--- config.mk ---
export PLATFORM = sky130hd
export DESIGN_NAME = json_key_value_extractor_core
export DESIGN_NICKNAME = d
export VERILOG_FILES = /design/src/rtl/kvx_pkg.sv /design/src/rtl/kvx_step.sv /design/src/rtl/kvx_ofifo.sv /design/src/rtl/json_key_value_extractor_core.sv
export VERILOG_INCLUDE_DIRS = /design/src /design/src/rtl
export SDC_FILE = /design/constraint.sdc
export NUM_CORES = 1
export LEC_CHECK = 0
export BUFFER_PORTS_ARGS = -buffer_cell sky130_fd_sc_hd__buf_4
export CORE_MARGIN = 2
export CORE_UTILIZATION = 40
export CTS_CLUSTER_SIZE = 25
export DETAILED_ROUTE_END_ITERATION = 6
export GPL_TIMING_DRIVEN = 0
export PLACE_DENSITY_LB_ADDON = 0.12
export SLEW_MARGIN = 15
export SYNTH_ARGS = -nofsm -noshare
export SYNTH_HDL_FRONTEND = slang
export SYNTH_SLANG_ARGS = --single-unit
--- constraint.sdc ---
create_clock -name clk_i -period 12.8 [get_ports clk_i]
set_input_delay 0.64 -clock clk_i [delete_from_list [all_inputs] [get_ports clk_i]]
set_output_delay 0.64 -clock clk_i [all_outputs]
set_load 0.05 [all_outputs]
--- src/rtl/assert_macros.svh ---
// Assertion macros for the key/value extractor.
// Used by the top level; expects clk_i and rst_ni in scope.
`ifndef ASSERT_MACROS_SVH
`define ASSERT_MACROS_SVH
`define KVX_ASSERT(lbl, prop) \
  lbl: assert property (@(posedge clk_i) disable iff (!rst_ni) (prop)) else $error("kvx check failed");
`define KVX_ASSERT_NEXT(lbl, pre, post) \
  lbl: assert property (@(posedge clk_i) disable iff (!rst_ni) (pre) |=> (post)) else $error("kvx check failed");
`endif

--- src/rtl/kvx_pkg.sv ---
// Types, character codes and register indexes for the key/value extractor.
// No dependencies.
package kvx_pkg;
  localparam int unsigned KEY_BYTES = 8;
  localparam logic [7:0] MAX_NEST = 8'd255;

  localparam logic [7:0] CH_LBRACE = 8'h7B;
  localparam logic [7:0] CH_LBRACK = 8'h5B;
  localparam logic [7:0] CH_RBRACE = 8'h7D;
  localparam logic [7:0] CH_RBRACK = 8'h5D;
  localparam logic [7:0] CH_COLON  = 8'h3A;
  localparam logic [7:0] CH_COMMA  = 8'h2C;
  localparam logic [7:0] CH_SPACE  = 8'h20;
  localparam logic [7:0] CH_TAB    = 8'h09;
  localparam logic [7:0] CH_QUOTE  = 8'h22;
  localparam logic [7:0] CH_BSLASH = 8'h5C;

  localparam logic [1:0] CFG_KEY_TEXT  = 2'd0;
  localparam logic [1:0] CFG_KEY_LEN   = 2'd1;
  localparam logic [1:0] CFG_CAPACITY  = 2'd2;
  localparam logic [1:0] CFG_PRESENCE  = 2'd3;

  typedef enum logic [2:0] {
    PH_SEARCH, PH_QUOTE, PH_BLANK1, PH_BLANK2, PH_COPY, PH_DONE
  } phase_e;

  typedef struct packed {
    logic [KEY_BYTES-1:0][7:0] window;
    logic [3:0]                fill;
    phase_e                    phase;
    logic                      in_quotes;
    logic [7:0]                depth;
    logic                      esc;
    logic                      obj;
    logic                      quoted;
    logic [15:0]               room;
  } scan_t;

  typedef struct packed {
    logic [63:0] key_text;
    logic [3:0]  key_len;
    logic [15:0] capacity;
    logic        presence;
  } cfg_t;

  typedef struct packed {
    logic [7:0] ch;
    logic       char_valid;
    logic       finished;
    logic       found;
  } res_t;

  localparam scan_t SCAN_RESET = '{window: '0, fill: 4'd0, phase: PH_SEARCH,
                                   in_quotes: 1'b0, depth: 8'd0, esc: 1'b0,
                                   obj: 1'b0, quoted: 1'b1, room: 16'd0};
endpackage

--- src/rtl/kvx_step.sv ---
// Next-state and result logic for one text byte.
// Depends on kvx_pkg.
module kvx_step (
  input  kvx_pkg::scan_t st_i,
  input  kvx_pkg::cfg_t  cfg_i,
  input  logic [7:0]     byte_i,
  input  logic           eot_i,
  output kvx_pkg::scan_t st_o,
  output kvx_pkg::res_t  res0_o,
  output kvx_pkg::res_t  res1_o,
  output logic           push0_o,
  output logic           push1_o
);
  import kvx_pkg::*;

  logic [3:0]                len;
  logic [KEY_BYTES-1:0][7:0] w;
  logic [3:0]                f;
  logic                      same;
  logic [7:0]                hd;
  logic                      do_copy;
  logic                      cp;
  logic                      stp;
  logic                      closer;
  logic                      blank;
  res_t                      fin1;
  res_t                      fin0;

  assign len  = (cfg_i.key_len > 4'(KEY_BYTES)) ? 4'(KEY_BYTES) : cfg_i.key_len;
  assign fin1 = '{ch: 8'd0, char_valid: 1'b0, finished: 1'b1, found: 1'b1};
  assign fin0 = '{ch: 8'd0, char_valid: 1'b0, finished: 1'b1, found: 1'b0};
  assign blank = (byte_i == CH_SPACE) || (byte_i == CH_TAB);
  assign closer = (byte_i == CH_RBRACE) || (byte_i == CH_RBRACK);

  always_comb begin
    st_o    = st_i;
    res0_o  = '0;
    res1_o  = '0;
    push0_o = 1'b0;
    push1_o = 1'b0;
    w       = st_i.window;
    f       = st_i.fill;
    same    = 1'b1;
    hd      = 8'd0;
    do_copy = 1'b0;
    cp      = 1'b0;
    stp     = 1'b0;
    if (eot_i) begin
      if (st_i.phase != PH_DONE) begin
        res0_o  = fin0;
        push0_o = 1'b1;
      end
      st_o = SCAN_RESET;
    end else begin
      unique case (st_i.phase)
        PH_SEARCH: begin
          if (len != 4'd0) begin
            if (f < 4'(KEY_BYTES)) begin
              w[f[2:0]] = byte_i;
              f = f + 4'd1;
            end
            if (f >= len) begin
              hd = w[0];
              for (int i = 0; i < KEY_BYTES; i++) begin
                if ((4'(i) < len) && (w[i] != cfg_i.key_text[i*8 +: 8])) same = 1'b0;
              end
              if (!st_i.esc && same && (st_i.depth <= 8'd1)) begin
                w = '0;
                f = 4'd0;
                st_o.phase = PH_QUOTE;
              end else begin
                for (int i = 0; i < KEY_BYTES - 1; i++) w[i] = w[i+1];
                w[KEY_BYTES-1] = 8'd0;
                if (f != 4'd0) f = f - 4'd1;
                if (st_i.esc) begin
                  st_o.esc = 1'b0;
                end else if (!same) begin
                  if (hd == CH_QUOTE) begin
                    st_o.in_quotes = ~st_i.in_quotes;
                  end else if (hd == CH_BSLASH) begin
                    if (st_i.in_quotes) st_o.esc = 1'b1;
                  end else if (hd == CH_LBRACE || hd == CH_LBRACK) begin
                    if (!st_i.in_quotes && st_i.depth < MAX_NEST)
                      st_o.depth = st_i.depth + 8'd1;
                  end else if (hd == CH_RBRACE || hd == CH_RBRACK) begin
                    if (!st_i.in_quotes) begin
                      if (st_i.depth == 8'd0) begin
                        res0_o     = fin0;
                        push0_o    = 1'b1;
                        st_o.phase = PH_DONE;
                      end else begin
                        st_o.depth = st_i.depth - 8'd1;
                      end
                    end
                  end
                end
              end
            end
            st_o.window = w;
            st_o.fill   = f;
          end
        end
        PH_QUOTE: st_o.phase = (byte_i == CH_QUOTE) ? PH_BLANK1 : PH_SEARCH;
        PH_BLANK1: begin
          if (byte_i == CH_COLON) st_o.phase = PH_BLANK2;
          else if (!blank) st_o.phase = PH_SEARCH;
        end
        PH_BLANK2: begin
          if (!blank) begin
            if (cfg_i.presence) begin
              res0_o     = fin1;
              push0_o    = 1'b1;
              st_o.phase = PH_DONE;
            end else begin
              st_o.obj       = (byte_i == CH_LBRACE) || (byte_i == CH_LBRACK);
              st_o.quoted    = (byte_i == CH_QUOTE);
              st_o.in_quotes = !st_o.obj;
              st_o.depth     = 8'd0;
              st_o.esc       = 1'b0;
              st_o.room      = cfg_i.capacity;
              st_o.phase     = PH_COPY;
              if (!st_o.quoted) begin
                if (cfg_i.capacity <= 16'd1) begin
                  res0_o     = fin1;
                  push0_o    = 1'b1;
                  st_o.phase = PH_DONE;
                end else begin
                  do_copy = 1'b1;
                end
              end
            end
          end
        end
        PH_COPY: begin
          if (st_i.room <= 16'd1) begin
            res0_o     = fin1;
            push0_o    = 1'b1;
            st_o.phase = PH_DONE;
          end else begin
            do_copy = 1'b1;
          end
        end
        PH_DONE: ;
        default: ;
      endcase
      if (do_copy) begin
        cp = 1'b1;
        if (st_o.esc) begin
          st_o.esc = 1'b0;
        end else if (byte_i == CH_LBRACE || byte_i == CH_LBRACK) begin
          if (!st_o.in_quotes && st_o.depth < MAX_NEST) st_o.depth = st_o.depth + 8'd1;
        end else if (closer && !st_o.quoted && !st_o.in_quotes) begin
          if (st_o.depth != 8'd0) st_o.depth = st_o.depth - 8'd1;
          if (st_o.depth == 8'd0) begin
            cp  = st_o.obj;
            stp = 1'b1;
          end
        end else if (closer || byte_i == CH_QUOTE || byte_i == CH_COMMA) begin
          if (!(st_o.quoted && byte_i != CH_QUOTE)) begin
            if (byte_i == CH_QUOTE) st_o.in_quotes = ~st_o.in_quotes;
            if (!st_o.obj) begin
              cp  = 1'b0;
              stp = 1'b1;
            end
          end
        end else if (byte_i == CH_BSLASH) begin
          st_o.esc = 1'b1;
        end
        if (cp) begin
          res0_o    = '{ch: byte_i, char_valid: 1'b1, finished: 1'b0, found: 1'b0};
          push0_o   = 1'b1;
          st_o.room = st_o.room - 16'd1;
          if (stp) begin
            res1_o  = fin1;
            push1_o = 1'b1;
          end
        end else if (stp) begin
          res0_o  = fin1;
          push0_o = 1'b1;
        end
        if (stp) st_o.phase = PH_DONE;
      end
    end
  end
endmodule

--- src/rtl/kvx_ofifo.sv ---
// Four-entry result queue taking up to two requests per cycle.
// Depends on kvx_pkg.
module kvx_ofifo (
  input  logic          clk_i,
  input  logic          rst_ni,
  input  logic          push0_i,
  input  logic          push1_i,
  input  kvx_pkg::res_t res0_i,
  input  kvx_pkg::res_t res1_i,
  output logic          room2_o,
  output logic          valid_o,
  input  logic          ready_i,
  output kvx_pkg::res_t res_o
);
  import kvx_pkg::*;

  res_t       mem_q [4];
  logic [1:0] wptr_q, wptr_d;
  logic [1:0] rptr_q, rptr_d;
  logic [2:0] cnt_q, cnt_d;
  logic       pop;
  logic [2:0] npush;

  assign pop     = valid_o && ready_i;
  assign valid_o = (cnt_q != 3'd0);
  assign room2_o = (cnt_q <= 3'd2);
  assign res_o   = mem_q[rptr_q];
  assign npush   = {2'b00, push0_i} + {2'b00, push1_i};
  assign wptr_d  = wptr_q + npush[1:0];
  assign rptr_d  = rptr_q + {1'b0, pop};
  assign cnt_d   = cnt_q + npush - {2'b00, pop};

  always_ff @(posedge clk_i) begin
    if (push0_i) mem_q[wptr_q] <= res0_i;
    if (push1_i) mem_q[wptr_q + 2'd1] <= res1_i;
  end

  always_ff @(posedge clk_i or negedge rst_ni) begin
    if (!rst_ni) begin
      wptr_q <= 2'd0;
      rptr_q <= 2'd0;
      cnt_q  <= 3'd0;
    end else begin
      wptr_q <= wptr_d;
      rptr_q <= rptr_d;
      cnt_q  <= cnt_d;
    end
  end
endmodule

--- src/rtl/json_key_value_extractor_core.sv ---
// Results are written into the registered result queue when the byte that causes them is accepted.
// Throughput: one byte per cycle while the four-entry result queue has room
// for two requests; the step logic is combinational and sets this rate.
// Reset: asynchronous, active low; state returns to a fresh search, registers
// to their defaults (key length 1, capacity 64).
module json_key_value_extractor_core (
  input  logic        clk_i,
  input  logic        rst_ni,
  input  logic        in_valid_i,
  output logic        in_ready_o,
  input  logic [7:0]  text_byte_i,
  input  logic        end_of_text_i,
  output logic        out_valid_o,
  input  logic        out_ready_i,
  output logic [7:0]  value_char_o,
  output logic        char_valid_o,
  output logic        finished_o,
  output logic        key_found_o,
  input  logic        cfg_valid_i,
  output logic        cfg_ready_o,
  input  logic [1:0]  cfg_index_i,
  input  logic [63:0] cfg_data_i
);
  import kvx_pkg::*;
`include "assert_macros.svh"

  scan_t st_q, st_d;
  cfg_t  cfg_q;
  res_t  res0, res1, res_out;
  logic  push0, push1, room2, acc;

  assign in_ready_o  = room2;
  assign cfg_ready_o = 1'b1;
  assign acc         = in_valid_i && in_ready_o;

  kvx_step u_step (
    .st_i(st_q), .cfg_i(cfg_q), .byte_i(text_byte_i), .eot_i(end_of_text_i),
    .st_o(st_d), .res0_o(res0), .res1_o(res1), .push0_o(push0), .push1_o(push1)
  );

  kvx_ofifo u_ofifo (
    .clk_i(clk_i), .rst_ni(rst_ni),
    .push0_i(push0 && acc), .push1_i(push1 && acc),
    .res0_i(res0), .res1_i(res1), .room2_o(room2),
    .valid_o(out_valid_o), .ready_i(out_ready_i), .res_o(res_out)
  );

  assign value_char_o = res_out.ch;
  assign char_valid_o = res_out.char_valid;
  assign finished_o   = res_out.finished;
  assign key_found_o  = res_out.found;

  always_ff @(posedge clk_i or negedge rst_ni) begin
    if (!rst_ni) begin
      st_q  <= SCAN_RESET;
      cfg_q <= '{key_text: 64'd0, key_len: 4'd1, capacity: 16'd64, presence: 1'b0};
    end else begin
      if (acc) st_q <= st_d;
      if (cfg_valid_i) begin
        unique case (cfg_index_i)
          CFG_KEY_TEXT: cfg_q.key_text <= cfg_data_i;
          CFG_KEY_LEN:  cfg_q.key_len  <= cfg_data_i[3:0];
          CFG_CAPACITY: cfg_q.capacity <= cfg_data_i[15:0];
          CFG_PRESENCE: cfg_q.presence <= cfg_data_i[0];
          default: ;
        endcase
      end
    end
  end

  `KVX_ASSERT_NEXT(a_eot_restart, acc && end_of_text_i, st_q.phase == PH_SEARCH && st_q.fill == 4'd0)
  `KVX_ASSERT(a_fill_bound, st_q.fill <= 4'(KEY_BYTES))
  `KVX_ASSERT(a_quote_empty, st_q.phase != PH_QUOTE || st_q.fill == 4'd0)
  `KVX_ASSERT(a_pair_order, !(push1 && !push0))
endmodule
==> metrics.cfg <==
[clock_network]
cts_tree = built
post_cts_buffers = 0
cts.clk_slew.worst_paths_ps = 60
cts_buffers = 29
clk_latency_ps = 580
h-tree-depth = 1
clockBufferDepth = 3
ctsResizeCount = 0
cts_sinks = 235
clockRootBuffer = clkbuf_16
hold_buffers = 1

[setup_path]
crit_required_ps = 13250
worst_path_max_delay_cell = or4_1
rr_endpoint = u_ofifo.cnt_q[2]
cp-startpoint = st_q[34]
slowest_delay_ps = 540
crit_path_end = u_ofifo.cnt_q[2]
r2r_cells = 27
end_kind = flip-flop
worst_r2r_startpoint = st_q[34]
critPathLaunchType = flip-flop
critPathKind = reg -> reg
cp_max_fo = 10
arrival_ps = 7340
reg2reg_slack_ps = 5910

[sta]
slew_headroom_pct = 25.4
clock.fmax_mhz = 145
maxSlewViolCount = 0
finalSetupViolations = 0
finalWorstSetupSlack_ps = 5910
clock_skew_ps = 15.1
rsz0062_at_grt = no
holdWs_ps = 267
finalHoldViolCount = 0
tightest_slew_ps = 1110
fin_crit_ps = 6890
post-route-period-util_pct = 53.8
setup_tns_ps = 0

[place]
gp_congestion = 0.953
dpl.hpwl_um = 42200
port_buffers = 88
post-place-ws_ps = 5730
dpl_cell_area_mm2 = 0.0166

[synthesis]
async_flop_share_pct = 81.3
syn_area_mm2 = 0.0152
syn-num-nets = 1795
ys_top_cells_by_area = dfrtp_1 31%, nand2_1 4.8%, dfxtp_1 4.7%
syn-instance-count = 1696
ys_seq_area_share_pct = 37.8
ys_seq_elements = 235
synth_top_cell_by_area = dfrtp_1
ys_types = 103
synth_edf_count = 8
synth_top_area_share_pct = 31.0
ys.warnings.count = 0
synth_area_per_cell_um2 = 8.96
ys.flop_type = dfrtp_1

[layout]
n_antenna_cell = 0
postLayoutCoreUtil_pct = 46.7
syn2layout_area_growth_pct = 15.2
nets = 1917
layout-drive-gt1-share_pct = 15.0
fin_area_mm2 = 0.0175

[floorplan]
rows = 71
pin_count = 94
fp.dieH_um = 199
dieArea_mm2 = 0.0395
core_mm2 = 0.0375
initial_core_util_pct = 40.5
die_w_um = 199

[routing]
drt-total-wl_um = 57700
drt_iter0_drc = 1744
viasPerCell = 6.27
routedWlPerCell_um = 24.5
dr.pass1.iters = 6
antenna_left = 0
drc_errors = 0
vias = 14739

[global_route]
grt_max_degree = 73
antenna_found_initial = 0
grt_overflow = 0
grt_use_total_pct = 29.2
grt_pass1_vias = 14408
grt_pass1_wl_um = 87900

[min_path]
min_path_type = in -> reg

[power]
peakVddDrop_v = 0.000114
power.leakage_uw = 0.00704
power_density_mw_per_mm2 = 192

[run_status]
status = finished clean

[run]
drv_cap = 0

==> cell type report <==
| type | count | area (µm²) |
|---|---|---|
| plain buffers | 116 | 524 |
| clock buffers | 47 | 886 |
| clock inverters | 7 | 46.3 |
| fillers | 3743 | 20000 |
| inverters | 73 | 274 |
| multi-input cells | 1272 | 8650 |
| flip-flops and latches | 235 | 5740 |
| well taps | 511 | 639 |
| repair buffers | 91 | 733 |
==> cell usage in the layout, fill, tap and decap left out, drive strengths merged, types with 17 or more instances in the layout <==
cell / netlist / final
nand2: 195 / 195
a32o: 17 / 17
dfxtp: 36 / 36
nor2: 134 / 134
o21ai: 94 / 94
xnor2: 37 / 37
nand4: 19 / 19
inv: 73 / 75
nor3: 46 / 46
buf: 32 / 122
clkbuf: 84 / 131
nand3: 33 / 33
dfrtp: 188 / 188
nor4: 23 / 23
a22o: 37 / 37
o22ai: 63 / 63
mux2i: 33 / 33
ha: 18 / 18
or3: 22 / 22
nand2b: 18 / 18
mux2: 64 / 64
o31ai: 61 / 61
a21oi: 64 / 64
==> cells by family after synthesis <==
group / after synthesis / synth area share, %
XOR/XNOR: 49 / 2.83
AND/OR/NAND/NOR: 580 / 19.2
AO/OA/AOI/OAI: 514 / 24.5
buffers and inverters: 189 / 5.26
other: 1 / 0.0247
adder cells (fa/ha/maj): 20 / 1.68
multiplexers: 108 / 8.66
flip-flops: 235 / 37.8
==> layer usage <==
metal / routed length [µm] / GRT usage, % / up-vias
met1: 24000 / 38.6 / 7285
met2: 27300 / 48.4 / 675
met3: 4040 / 3.88 / 146
met4: 2420 / 11.7 / 0
met5: 0 / 0 / -
li1: - / - / 6633
==> where the power goes <==
group | internal (µW) | total, µW | leakage, µW | switching (µW)
Combinational | 532 | 1410 | 0.00383 | 878
Sequential | 902 | 1140 | 0.00276 | 235
Clock | 472 | 813 | 0.000460 | 341
==> how the worst min path moves through the flow <==
stage / endpoint / startpoint / depth (start not counted)
4_1_cts: cfg_q[53] / cfg_data_i[32] / 3
6_report: cfg_q[53] / cfg_data_i[32] / 3
3_3_place_gp: u_ofifo.mem_q[1][2] / u_ofifo.mem_q[1][2] / 1
5_1_grt: cfg_q[53] / cfg_data_i[32] / 3
2_1_floorplan: cfg_q[0] / rst_ni / 0
3_5_place_dp: u_ofifo.mem_q[3][2] / u_ofifo.mem_q[3][2] / 1
==> state kept, by name, summed over array words and instances, names as in the netlist <==
register	count
cfg_q	85
st_q	99
u_ofifo.cnt_q	3
u_ofifo.wptr_q	2
u_ofifo.mem_q	44
u_ofifo.rptr_q	2
==> Yosys cell counts (10+ instances only) <==
cell and number:
nand3_1 31, nor2_1 134, o31ai_1 60, nor3_1 43, nand2_1 195, and3_1 11
nand4_1 19, nand2b_1 18, mux2i_1 31, xnor2_1 37, ha_1 18, dfxtp_1 36
dfrtp_1 188, a21o_1 10, mux2_2 63, nor4_1 20, buf_2 14, and2_1 13
inv_1 73, a211oi_1 13, clkbuf_1 84, a22o_1 37, o21ai_0 90, a32o_1 17
a31oi_1 13, o22ai_1 61, o2111ai_1 10, xor2_1 12, or3_1 21, a222oi_1 13
a21oi_1 64, o211ai_1 11, a22oi_1 13, mux4_2 11
==> stage by stage <==
stage	power, µW	cells
6_report	3360	2352
5_1_grt	3540	2352
4_1_cts	3340	2352
3_5_place_dp	2520	2297
3_3_place_gp	2490	2295
2_1_floorplan	2060	1696
==> critical path, delay by kind of cell (launching register included) <==
family	cells	cell delay [ps]
xor+xnor	2	290
mux	1	400
simple gates	6	1890
flops	1	360
fa+ha+maj	5	1480
buf+inv	8	1370
compound gates	5	960
(Power assumes the default switching activity.)
